### config.mk
export PLATFORM = sky130hd
export DESIGN_NAME = ctp_fifo
export DESIGN_NICKNAME = d
export VERILOG_FILES = /design/src/rtl/core/ctp_fifo.sv
export SDC_FILE = /design/constraint.sdc
export NUM_CORES = 1
export LEC_CHECK = 0
export BUFFER_PORTS_ARGS = -buffer_cell sky130_fd_sc_hd__buf_4
export CAP_MARGIN = 15
export CELL_PAD_IN_SITES_DETAIL_PLACEMENT = 0
export CELL_PAD_IN_SITES_GLOBAL_PLACEMENT = 1
export CORE_MARGIN = 2
export CORE_UTILIZATION = 40
export CTS_CLUSTER_DIAMETER = 150
export CTS_CLUSTER_SIZE = 14
export DETAILED_ROUTE_END_ITERATION = 12
export GPL_TIMING_DRIVEN = 0
export PLACE_DENSITY = 0.81
export SLEW_MARGIN = 20
export SYNTH_ARGS = -nofsm -noshare
export SYNTH_HDL_FRONTEND = slang
export SYNTH_SLANG_ARGS = --single-unit
### constraint.sdc
create_clock -name clk -period 1.4 [get_ports clk]
set_input_delay 0.35 -clock clk [delete_from_list [all_inputs] [get_ports clk]]
set_output_delay 0.35 -clock clk [all_outputs]
set_load 0.005 [all_outputs]
### src/rtl/core/ctp_fifo.sv
// short queue between the front and the back
module ctp_fifo #(
    parameter int WIDTH = 8,
    parameter int DEPTH = 2
) (
    input  logic             clk,
    input  logic             rst_n,
    input  logic             push,
    input  logic [WIDTH-1:0] wdata,
    output logic             full,
    input  logic             pop,
    output logic [WIDTH-1:0] rdata,
    output logic             empty
);

    localparam int PW = (DEPTH > 1) ? $clog2(DEPTH) : 1;
    localparam int CW = $clog2(DEPTH + 1);

    logic [WIDTH-1:0] slot_reg [DEPTH];
    logic [PW-1:0]    wr_ptr_reg, wr_ptr_next;
    logic [PW-1:0]    rd_ptr_reg, rd_ptr_next;
    logic [CW-1:0]    count_reg, count_next;

    assign full  = (count_reg == CW'(DEPTH));
    assign empty = (count_reg == '0);
    assign rdata = slot_reg[rd_ptr_reg];

    always_comb
    begin
        wr_ptr_next = wr_ptr_reg;
        rd_ptr_next = rd_ptr_reg;
        count_next  = count_reg;
        if (push)
        begin
            wr_ptr_next = (wr_ptr_reg == PW'(DEPTH - 1)) ? '0 : wr_ptr_reg + PW'(1);
        end
        if (pop)
        begin
            rd_ptr_next = (rd_ptr_reg == PW'(DEPTH - 1)) ? '0 : rd_ptr_reg + PW'(1);
        end
        if (push && !pop)
        begin
            count_next = count_reg + CW'(1);
        end
        else if (pop && !push)
        begin
            count_next = count_reg - CW'(1);
        end
    end

    always_ff @(posedge clk or negedge rst_n)
    begin
        if (!rst_n)
        begin
            wr_ptr_reg <= '0;
            rd_ptr_reg <= '0;
            count_reg  <= '0;
        end
        else
        begin
            wr_ptr_reg <= wr_ptr_next;
            rd_ptr_reg <= rd_ptr_next;
            count_reg  <= count_next;
        end
    end

    always_ff @(posedge clk)
    begin
        if (push)
        begin
            slot_reg[wr_ptr_reg] <= wdata;
        end
    end

endmodule

==> results of run 1 <==
## Yosys cell counts
master and number:
and2_1 1, and2b_2 1, buf_6 1, dfrtp_1 4
edfxtp_1 16, ha_1 1, inv_1 1, mux2_2 8
nor2_1 2, nor2b_1 1, xnor2_1 1, xor2_1 4
## how the worst max path moves through the flow
stage	end	from	slack, ps	cells after the start
CTS	rdata[2]	rd_ptr_reg	-230	3
detailed placement	slot_reg[0][4]	push	-20	2
finish	rdata[1]	rd_ptr_reg	-220	3
global placement	slot_reg[0][0]	push	-70	2
global route	rdata[7]	rd_ptr_reg	-270	3
floorplan	slot_reg[0][0]	wr_ptr_reg	240	1
## placed cells by master (no fill, tap or decap), drive strengths merged
cell	synthesis	final
xor2	4	4
and2b	1	1
inv	1	1
nor2	2	2
clkbuf	0	3
ha	1	1
dlygate4sd3	0	1
mux2	8	8
xnor2	1	1
dfrtp	4	4
clkinv	0	1
edfxtp	16	16
and2	1	1
buf	1	27
nor2b	1	1
## repair_timing
item	in CTS	in global routing
pin swaps	0	0
gates resized for setup	0	2
hold buffers	1	0
hold endpoints to repair	4	0
setup buffers	3	2
setup endpoints to repair	9	13
## metrics by stage
stage	power, mW	setup slack (ps)	TNS (ps)	area (µm²)
4_1_cts	1.82	-227	-1770	1020
3_5_place_dp	1.48	-21.1	-168	960
3_3_place_gp	1.48	-67.3	-537	960
6_report	1.86	-218	-1670	1040
5_1_grt	1.97	-266	-2080	1040
2_1_floorplan	1.21	238	0	771
## layout make-up
class | instances | area, µm² | area share (%)
Clock inverter | 1 | 3.75 | 0.361
Buffer | 1 | 11.3 | 1.08
Inverter | 1 | 3.75 | 0.361
Sequential cell | 20 | 581 | 55.8
Tap cell | 25 | 31.3 | 3.01
Clock buffer | 3 | 22.5 | 2.17
Multi-Input combinational cell | 19 | 178 | 17.1
Timing Repair Buffer | 27 | 209 | 20.1
## power by group
part	internal [mW]	total (mW)	switching [mW]
logic	0.458	0.726	0.268
registers	0.808	0.866	0.0575
clock network	0.104	0.266	0.162
total	1.37	1.86	0.487
## routing by layer
| layer | vias up | share of wire (%) | GRT usage, % |
|---|---|---|---|
| met1 | 210 | 43 | 13.5 |
| met2 | 11 | 53 | 17.3 |
| met4 | 0 | 0 | 6.49 |
| met5 | - | 0 | 0 |
| met3 | 0 | 4.4 | 3.40 |
| li1 | 207 | - | - |
## kinds of logic after synthesis
family	after synthesis	share of synthesized area, %
and+or+nand+nor	5	3.74
buffers and inverters	2	1.95
xor gates and xnor gates	5	5.68
DFF	20	75.3
muxes	8	11.7
adders and majority gates	1	1.62
==> results.py, run 1 <==
metrics = {
    "critical_path": {
        "crit_family": "flip-flops",
        "worst-path-buf-inv": 2,
        "rrSetupSlack_ps": 280,
        "crit_type": "flop to primary output",
        "timing.rr.end": "count_reg[1]",
        "slowest_stage": "dfrtp_1",
        "arrival_ps": 1270,
        "r2r-start": "count_reg[0]",
        "worstPathCellList": "buf_6 > mux2_2 > buf_4",
        "crit_fanout": 9,
        "cp-start-kind": "flop",
        "rr_worst_depth": 5,
        "end_kind": "primary output",
        "worstPathRequired_ps": 1050,
        "slowest_delay_ps": 350,
    },
    "final_layout": {
        "fill_cells": 172,
        "syn_to_final_growth_pct": 34.9,
        "fin_nets": 86,
        "drive_gt1_share_pct": 55.6,
        "largest_reg_flops": 16,
        "fin_cells": 97,
        "finish.utilization_pct": 58.9,
        "antenna_cells": 0,
    },
    "synth": {
        "yosysTopAreaCell": "edfxtp_1",
        "yosys_register_bits": 20,
        "synth_seq_area_share_pct": 75.3,
        "synth_fp_nets": 54,
        "syn_area_per_cell_um2": 18.8,
        "postSynthCellCount": 41,
        "mappedNetlistArea_um2": 771,
        "synth.distinct_cells": 12,
        "synth_top_area_share_pct": 62.3,
        "ys_warn_count": 0,
        "synthTopCellsByArea": "edfxtp_1 62%, dfrtp_1 13%, mux2_2 12%",
    },
    "floorplan": {
        "dieWidth_um": 47.9,
        "die_height_um": 47.9,
        "core_region_area_mm2": 0.00176,
        "row_count": 15,
        "top_level_ports": 22,
        "start_util_pct": 43.7,
        "dieArea_mm2": 0.00229,
    },
    "placed_design": {
        "gp_congestion": 0.599,
        "numPortBuffers": 21,
        "post-place-cells": 87,
    },
    "hold_path": {
        "hp-start": "pop",
        "hold_depth": 2,
        "hp-class": "input port to flop",
        "min_to": "rd_ptr_reg",
    },
    "detailed_routing": {
        "via_count": 428,
        "wire_per_inst_um": 11.7,
        "drt_first_pass_iters": 2,
        "ant_nets": 0,
        "drc": 0,
        "vias_per_cell": 4.41,
        "drt-initial-drc-count": 1,
        "wirelength_um": 1140,
    },
    "global_routing": {
        "grt_pass1_wl_um": 1670,
        "antenna_found_initial": 0,
        "grt_pass1_vias": 425,
        "grt_max_degree": 12,
        "grt.overflow.total": 0,
        "grt_usage_pct": 11.1,
    },
    "status": {
        "outcome": "finished, violations left",
        "violations": "setup timing",
    },
    "timing": {
        "worstMarginPinSlew_ps": 409,
        "holdWs_ps": 231,
        "fmax_mhz": 618,
        "rsz0062_at_grt": "true",
        "timing.final.crit_share_pct": 116,
        "slew_violations": 0,
        "setup-violations-final": 8,
        "slew-limit-headroom_pct": 72.6,
        "final-hold-violation-count": 0,
        "clock_skew_ps": 4.85,
        "timing.final.crit_period_ps": 1620,
        "fin_ws_ps": -218,
    },
    "clock_tree": {
        "cts.sinks": 20,
        "h-tree-depth": 1,
        "root_buffer": "clkbuf_4",
        "clockBufferDepth": 2,
        "cts_buffers": 3,
        "cts_tree": "yes",
        "cts.clk_slew.worst_paths_ps": 100,
        "clock_latency_ps": 290,
    },
    "power_and_ir_drop": {
        "p_per_area_mw_per_mm2": 1790,
        "peakVddDrop_uv": 986,
        "p_leak_nw": 0.429,
    },
    "job": {
        "drv_cap": 0,
    },
}
No activity file was read; power rests on OpenSTA's default activity.
==> inputs of run 2 (changes only) <==
BUFFER_PORTS_ARGS = unset   (was -buffer_cell sky130_fd_sc_hd__buf_4)
CORE_MARGIN = unset   (was 2)
CORE_UTILIZATION = 48   (was 40)
DONT_BUFFER_PORTS = 1   (was unset)
PLACE_DENSITY = 0.79   (was 0.81)
==> run 2 against run 1 <==
  * The flow finishes with violations (DRC, setup timing)
  * Sequential share of layout area rose by 13 points
  * Clock power is 23% higher
  * Critical path depth down 1
  * Clock-buffer cell count increased by 1
  * Non-clock buffer count shrank 25
  * Global-route usage is 1.3 points higher
  * Total power down 13%
  * First-iteration DRC count grew to 3.0 times the previous value
  * Register-to-register slack got worse by 20 ps
  * Worst hold slack got worse by 110 ps
  * Final cell count shrank 35%
  * Clock skew about the same
==> results.py, run 2 (synthesis gave the netlist of run 1 again) <==
metrics = {
    "floorplan": {
        "dieWidth_um": 42.1,
        "row_count": 14,
        "core_region_area_mm2": 0.00151,
        "start_util_pct": 51.2,
        "die_height_um": 42.1,
        "dieArea_mm2": 0.00177,
        "top_level_ports": 22,
    },
    "status": {
        "violations": "DRC, setup timing",
        "outcome": "finished, violations left",
    },
    "critical_path": {
        "cp-start-kind": "flop",
        "end_kind": "primary output",
        "crit_type": "flop to primary output",
        "crit_fanout": 9,
        "worstPathRequired_ps": 1050,
        "arrival_ps": 1140,
    },
    "timing": {
        "timing.final.crit_period_ps": 1490,
        "clock_skew_ps": 5.26,
        "slew-limit-headroom_pct": 71.8,
        "fin_ws_ps": -94.5,
        "worstMarginPinSlew_ps": 421,
        "setup_tns_ps": -744,
        "fmax_mhz": 669,
        "setup-violations-final": 8,
        "final-hold-violation-count": 0,
        "rsz0062_at_grt": "true",
        "holdWs_ps": 120,
        "slew_violations": 0,
        "timing.final.crit_share_pct": 107,
    },
    "global_routing": {
        "grt.overflow.total": 0,
        "grt_pass1_vias": 324,
        "grt_max_degree": 12,
        "grt_pass1_wl_um": 1520,
        "antenna_found_initial": 0,
        "grt_usage_pct": 12.4,
    },
    "detailed_routing": {
        "vias_per_cell": 5.11,
        "wirelength_um": 1010,
        "wire_per_inst_um": 16.0,
        "via_count": 322,
        "drt-initial-drc-count": 3,
        "drt_first_pass_iters": 8,
        "drc": 1,
        "ant_nets": 0,
    },
    "final_layout": {
        "syn_to_final_growth_pct": 9.90,
        "layout_common_cells": "16 x edfxtp_1, 8 x mux2_2, 4 x xor2_1, 4 x dfrtp_1, 3 x clkbuf_4",
        "fill_cells": 117,
        "drive_gt1_share_pct": 34.0,
        "largest_reg_flops": 16,
        "antenna_cells": 0,
        "final_common_cell": "edfxtp_1",
        "final_area_um2": 847,
        "fin_nets": 61,
        "fin_cells": 63,
    },
    "power_and_ir_drop": {
        "p_seq_share_pct": 54.3,
        "p_int_mw": 1.19,
        "power.switching_mw": 0.432,
        "peakVddDrop_uv": 1040,
        "p_comb_share_pct": 25.6,
        "total_power_mw": 1.62,
        "p_leak_nw": 0.313,
        "power_frac_clock_pct": 20.2,
        "sw_frac_of_total_pct": 26.7,
        "p_per_area_mw_per_mm2": 1910,
    },
    "clock_tree": {
        "cts_tree": "yes",
        "clockBufferDepth": 2,
        "clock_latency_ps": 290,
        "root_buffer": "clkbuf_4",
        "cts.clk_slew.worst_paths_ps": 110,
        "cts.sinks": 20,
        "cts_buffers": 3,
        "h-tree-depth": 1,
    },
    "placed_design": {
        "gp_congestion": 0.638,
        "place_hpwl_um": 713,
        "numPortBuffers": 0,
        "post-place-cells": 57,
        "placed_area_um2": 791,
    },
    "hold_path": {
        "hp-class": "input port to flop",
    },
    "job": {
        "drv_cap": 0,
    },
}
run 2: through the flow:
stage | util, % | setup slack (ps)
after global placement | 52.5 | 104
after detailed placement | 52.5 | 31.0
final | 56.2 | -94.5
after global routing | 56.2 | -148
after CTS | 56.1 | -112
after floorplan | - | 238
run 2: worst paths after layout:
check | slack (ps) | endpoint | start | cells after the start
min in group asynchronous | 310 | wr_ptr_reg | rst_n | 1
min | 120 | wr_ptr_reg | push | 1
max reg2reg | 260 | slot_reg[0][2] | wr_ptr_reg | 1
min reg2reg | 500 | count_reg[1] | count_reg[1] | 1
max | -90 | rdata[5] | rd_ptr_reg | 2
max in group asynchronous | 930 | count_reg[0] | rst_n | 1
run 2: what timing repair did:
| item | in CTS | in global routing |
|---|---|---|
| setup endpoints to repair | 8 | 16 |
| resized for setup | 0 | 1 |
| buffers inserted | 1 | 0 |
| pin swaps | 0 | 0 |
| endpoints found under the hold margin | 4 | 0 |
| hold buffers | 1 | 0 |
run 2: routing by layer:
layer,wire length [µm],global-route usage (%),vias to the layer above,part of all wire (%)
li1,-,-,160,-
met4,0,7.50,0,0
met1,424,15.4,152,42
met2,511,17.8,10,51
met5,0,0,-,0
met3,74,5.60,0,7.3
run 2: final cells by class:
cell class	count	area (µm²)	area share, %
multi-input combinational	19	178	21.0
tap	16	20.0	2.36
timing repair buffer	2	17.5	2.07
clock buffer	4	36.3	4.28
buffer	1	11.3	1.33
inverter	1	3.75	0.443
sequential	20	581	68.5
run 2: critical path, cell delays in order (launching register included):
cell and delay, ps:
dfrtp_1 360, buf_6 140, mux2_2 350
run 2: power groups by stage:
stage / combinational [mW] / sequential [mW] / clock (mW)
5_1_grt: 0.453 / 0.891 / 0.357
3_5_place_dp: 0.395 / 0.892 / 0
3_3_place_gp: 0.383 / 0.882 / 0
6_report: 0.413 / 0.878 / 0.327
2_1_floorplan: 0.337 / 0.873 / 0
4_1_cts: 0.422 / 0.879 / 0.335
==> inputs of run 3 (changes only) <==
CORE_UTILIZATION = 50   (was 48)
CTS_BUF_LIST = sky130_fd_sc_hd__clkbuf_4   (was unset)
PLACE_DENSITY = 0.82   (was 0.79)
==> run 3 against run 2 <==
  * The run ends with setup timing left
  * Die area fell by 3.8%
  * Total power decreased by 2.3%
  * Clock-buffer cell count did not move
  * Flip-flop and latch count unchanged
  * Maximum frequency rose by 0.27%
  * Via count grew 2.5%
  * Non-clock buffer count is the same
  * Setup slack better by 4.0 ps
  * Critical path depth unchanged
  * Design area is 0.89% lower
  * Register-to-register slack is essentially flat
  * Critical endpoint unchanged
  * Highest routed layer is now met4
==> results.py, run 3 (synthesis gave the netlist of run 1 again) <==
metrics = {
    "final_layout": {
        "final_common_cell": "edfxtp_1",
        "drive_gt1_share_pct": 34.0,
        "syn_to_final_growth_pct": 8.93,
        "largest_reg_flops": 16,
        "layout_common_cells": "16 x edfxtp_1, 8 x mux2_2, 4 x xor2_1, 4 x clkbuf_4, 4 x dfrtp_1",
        "fin_nets": 61,
        "finish.utilization_pct": 61.4,
        "antenna_cells": 0,
    },
    "clock_tree": {
        "h-tree-depth": 1,
        "cts_buffers": 3,
        "clockBufferDepth": 2,
        "cts_tree": "yes",
        "root_buffer": "clkbuf_4",
        "clock_latency_ps": 280,
        "cts.clk_slew.worst_paths_ps": 100,
        "cts.sinks": 20,
    },
    "global_routing": {
        "grt_pass1_vias": 351,
        "grt_usage_pct": 14.5,
        "grt_max_degree": 12,
        "antenna_found_initial": 0,
        "grt_pass1_wl_um": 1480,
        "grt.overflow.total": 0,
    },
    "critical_path": {
        "worst-path-buf-inv": 1,
        "slowest_stage": "dfrtp_1",
        "worstPathCellList": "buf_6 > mux2_2",
        "arrival_ps": 1140,
        "crit_type": "flop to primary output",
        "end_kind": "primary output",
        "worstPathRequired_ps": 1050,
        "crit_fanout": 9,
        "slowest_delay_ps": 360,
        "cp-start-kind": "flop",
        "crit_family": "flip-flops",
    },
    "placed_design": {
        "place_hpwl_um": 750,
        "numPortBuffers": 0,
        "gp_congestion": 0.618,
    },
    "timing": {
        "fmax_mhz": 671,
        "setup_tns_ps": -687,
        "final-hold-violation-count": 0,
        "slew-limit-headroom_pct": 72.3,
        "fin_ws_ps": -90.4,
        "clock_skew_ps": 3.57,
        "rsz0062_at_grt": "true",
        "slew_violations": 0,
        "timing.final.crit_period_ps": 1490,
        "holdWs_ps": 136,
        "worstMarginPinSlew_ps": 413,
        "setup-violations-final": 8,
        "timing.final.crit_share_pct": 106,
    },
    "floorplan": {
        "core_region_area_mm2": 0.00137,
        "start_util_pct": 56.4,
        "dieWidth_um": 41.3,
        "die_height_um": 41.3,
        "dieArea_mm2": 0.00170,
        "top_level_ports": 22,
        "row_count": 13,
    },
    "detailed_routing": {
        "wire_per_inst_um": 16.8,
        "drt_first_pass_iters": 3,
        "wirelength_um": 1040,
        "via_count": 330,
        "drc": 0,
        "drt-initial-drc-count": 2,
        "vias_per_cell": 5.32,
        "ant_nets": 0,
    },
    "power_and_ir_drop": {
        "peakVddDrop_uv": 1130,
        "p_per_area_mw_per_mm2": 1880,
        "p_leak_nw": 0.311,
    },
    "job": {
        "drv_cap": 0,
    },
    "status": {
        "outcome": "finished, violations left",
        "violations": "setup timing",
    },
    "hold_path": {
        "hp-class": "input port to flop",
    },
}
run 3: cell counts in the layout (fill, tap and decap cells not counted):
Identical to the previous run, type by type.
run 3: path summary, 6_finish.rpt:
kind                       slack [ps]  depth (start not counted)          from             end
setup / recovery                  -90                          2    rd_ptr_reg        rdata[5]
hold / removal                    140                          1          push      wr_ptr_reg
setup reg to reg                  270                          1    wr_ptr_reg  slot_reg[0][1]
hold reg to reg                   510                          1  count_reg[1]    count_reg[1]
max in group asynchronous         910                          1         rst_n      wr_ptr_reg
min in group asynchronous         320                          1         rst_n    count_reg[1]
run 3: metal layers:
layer	GRT usage, %	up-vias	part of all wire [%]
met5	0	-	0
met4	9.68	0	0.67
met3	4.35	2	7.0
met2	23.0	10	51
met1	16.7	160	41
li1	-	158	-
run 3: layout make-up:
| type | instances | area, µm² |
|---|---|---|
| plain buffers | 1 | 11.3 |
| clock buffers | 4 | 30.0 |
| fillers | 108 | 527 |
| inverters | 1 | 3.75 |
| multi-input cells | 19 | 178 |
| flip-flops and latches | 20 | 581 |
| well taps | 15 | 18.8 |
| repair buffers | 2 | 17.5 |
run 3: report_power, final:
part	internal [mW]	total, mW	switching (mW)
registers	0.809	0.884	0.0749
logic	0.219	0.412	0.193
clock network	0.130	0.285	0.155
run 3: stage by stage:
stage | cells | power [mW] | setup WS (ps) | cell area [µm²]
finish | 62 | 1.58 | -90.4 | 840
global route | 62 | 1.67 | -140 | 840
CTS | 62 | 1.60 | -99.7 | 837
detailed placement | 56 | 1.29 | 48.2 | 790
global placement | 56 | 1.26 | 100 | 790
floorplan | 41 | 1.21 | 238 | 771
run 3: repair_timing:
action | CTS | global route
hold endpoints to repair | 4 | 0
buffers inserted | 1 | 0
setup endpoints to repair | 8 | 16
resized for setup | 0 | 1
hold buffers | 1 | 0
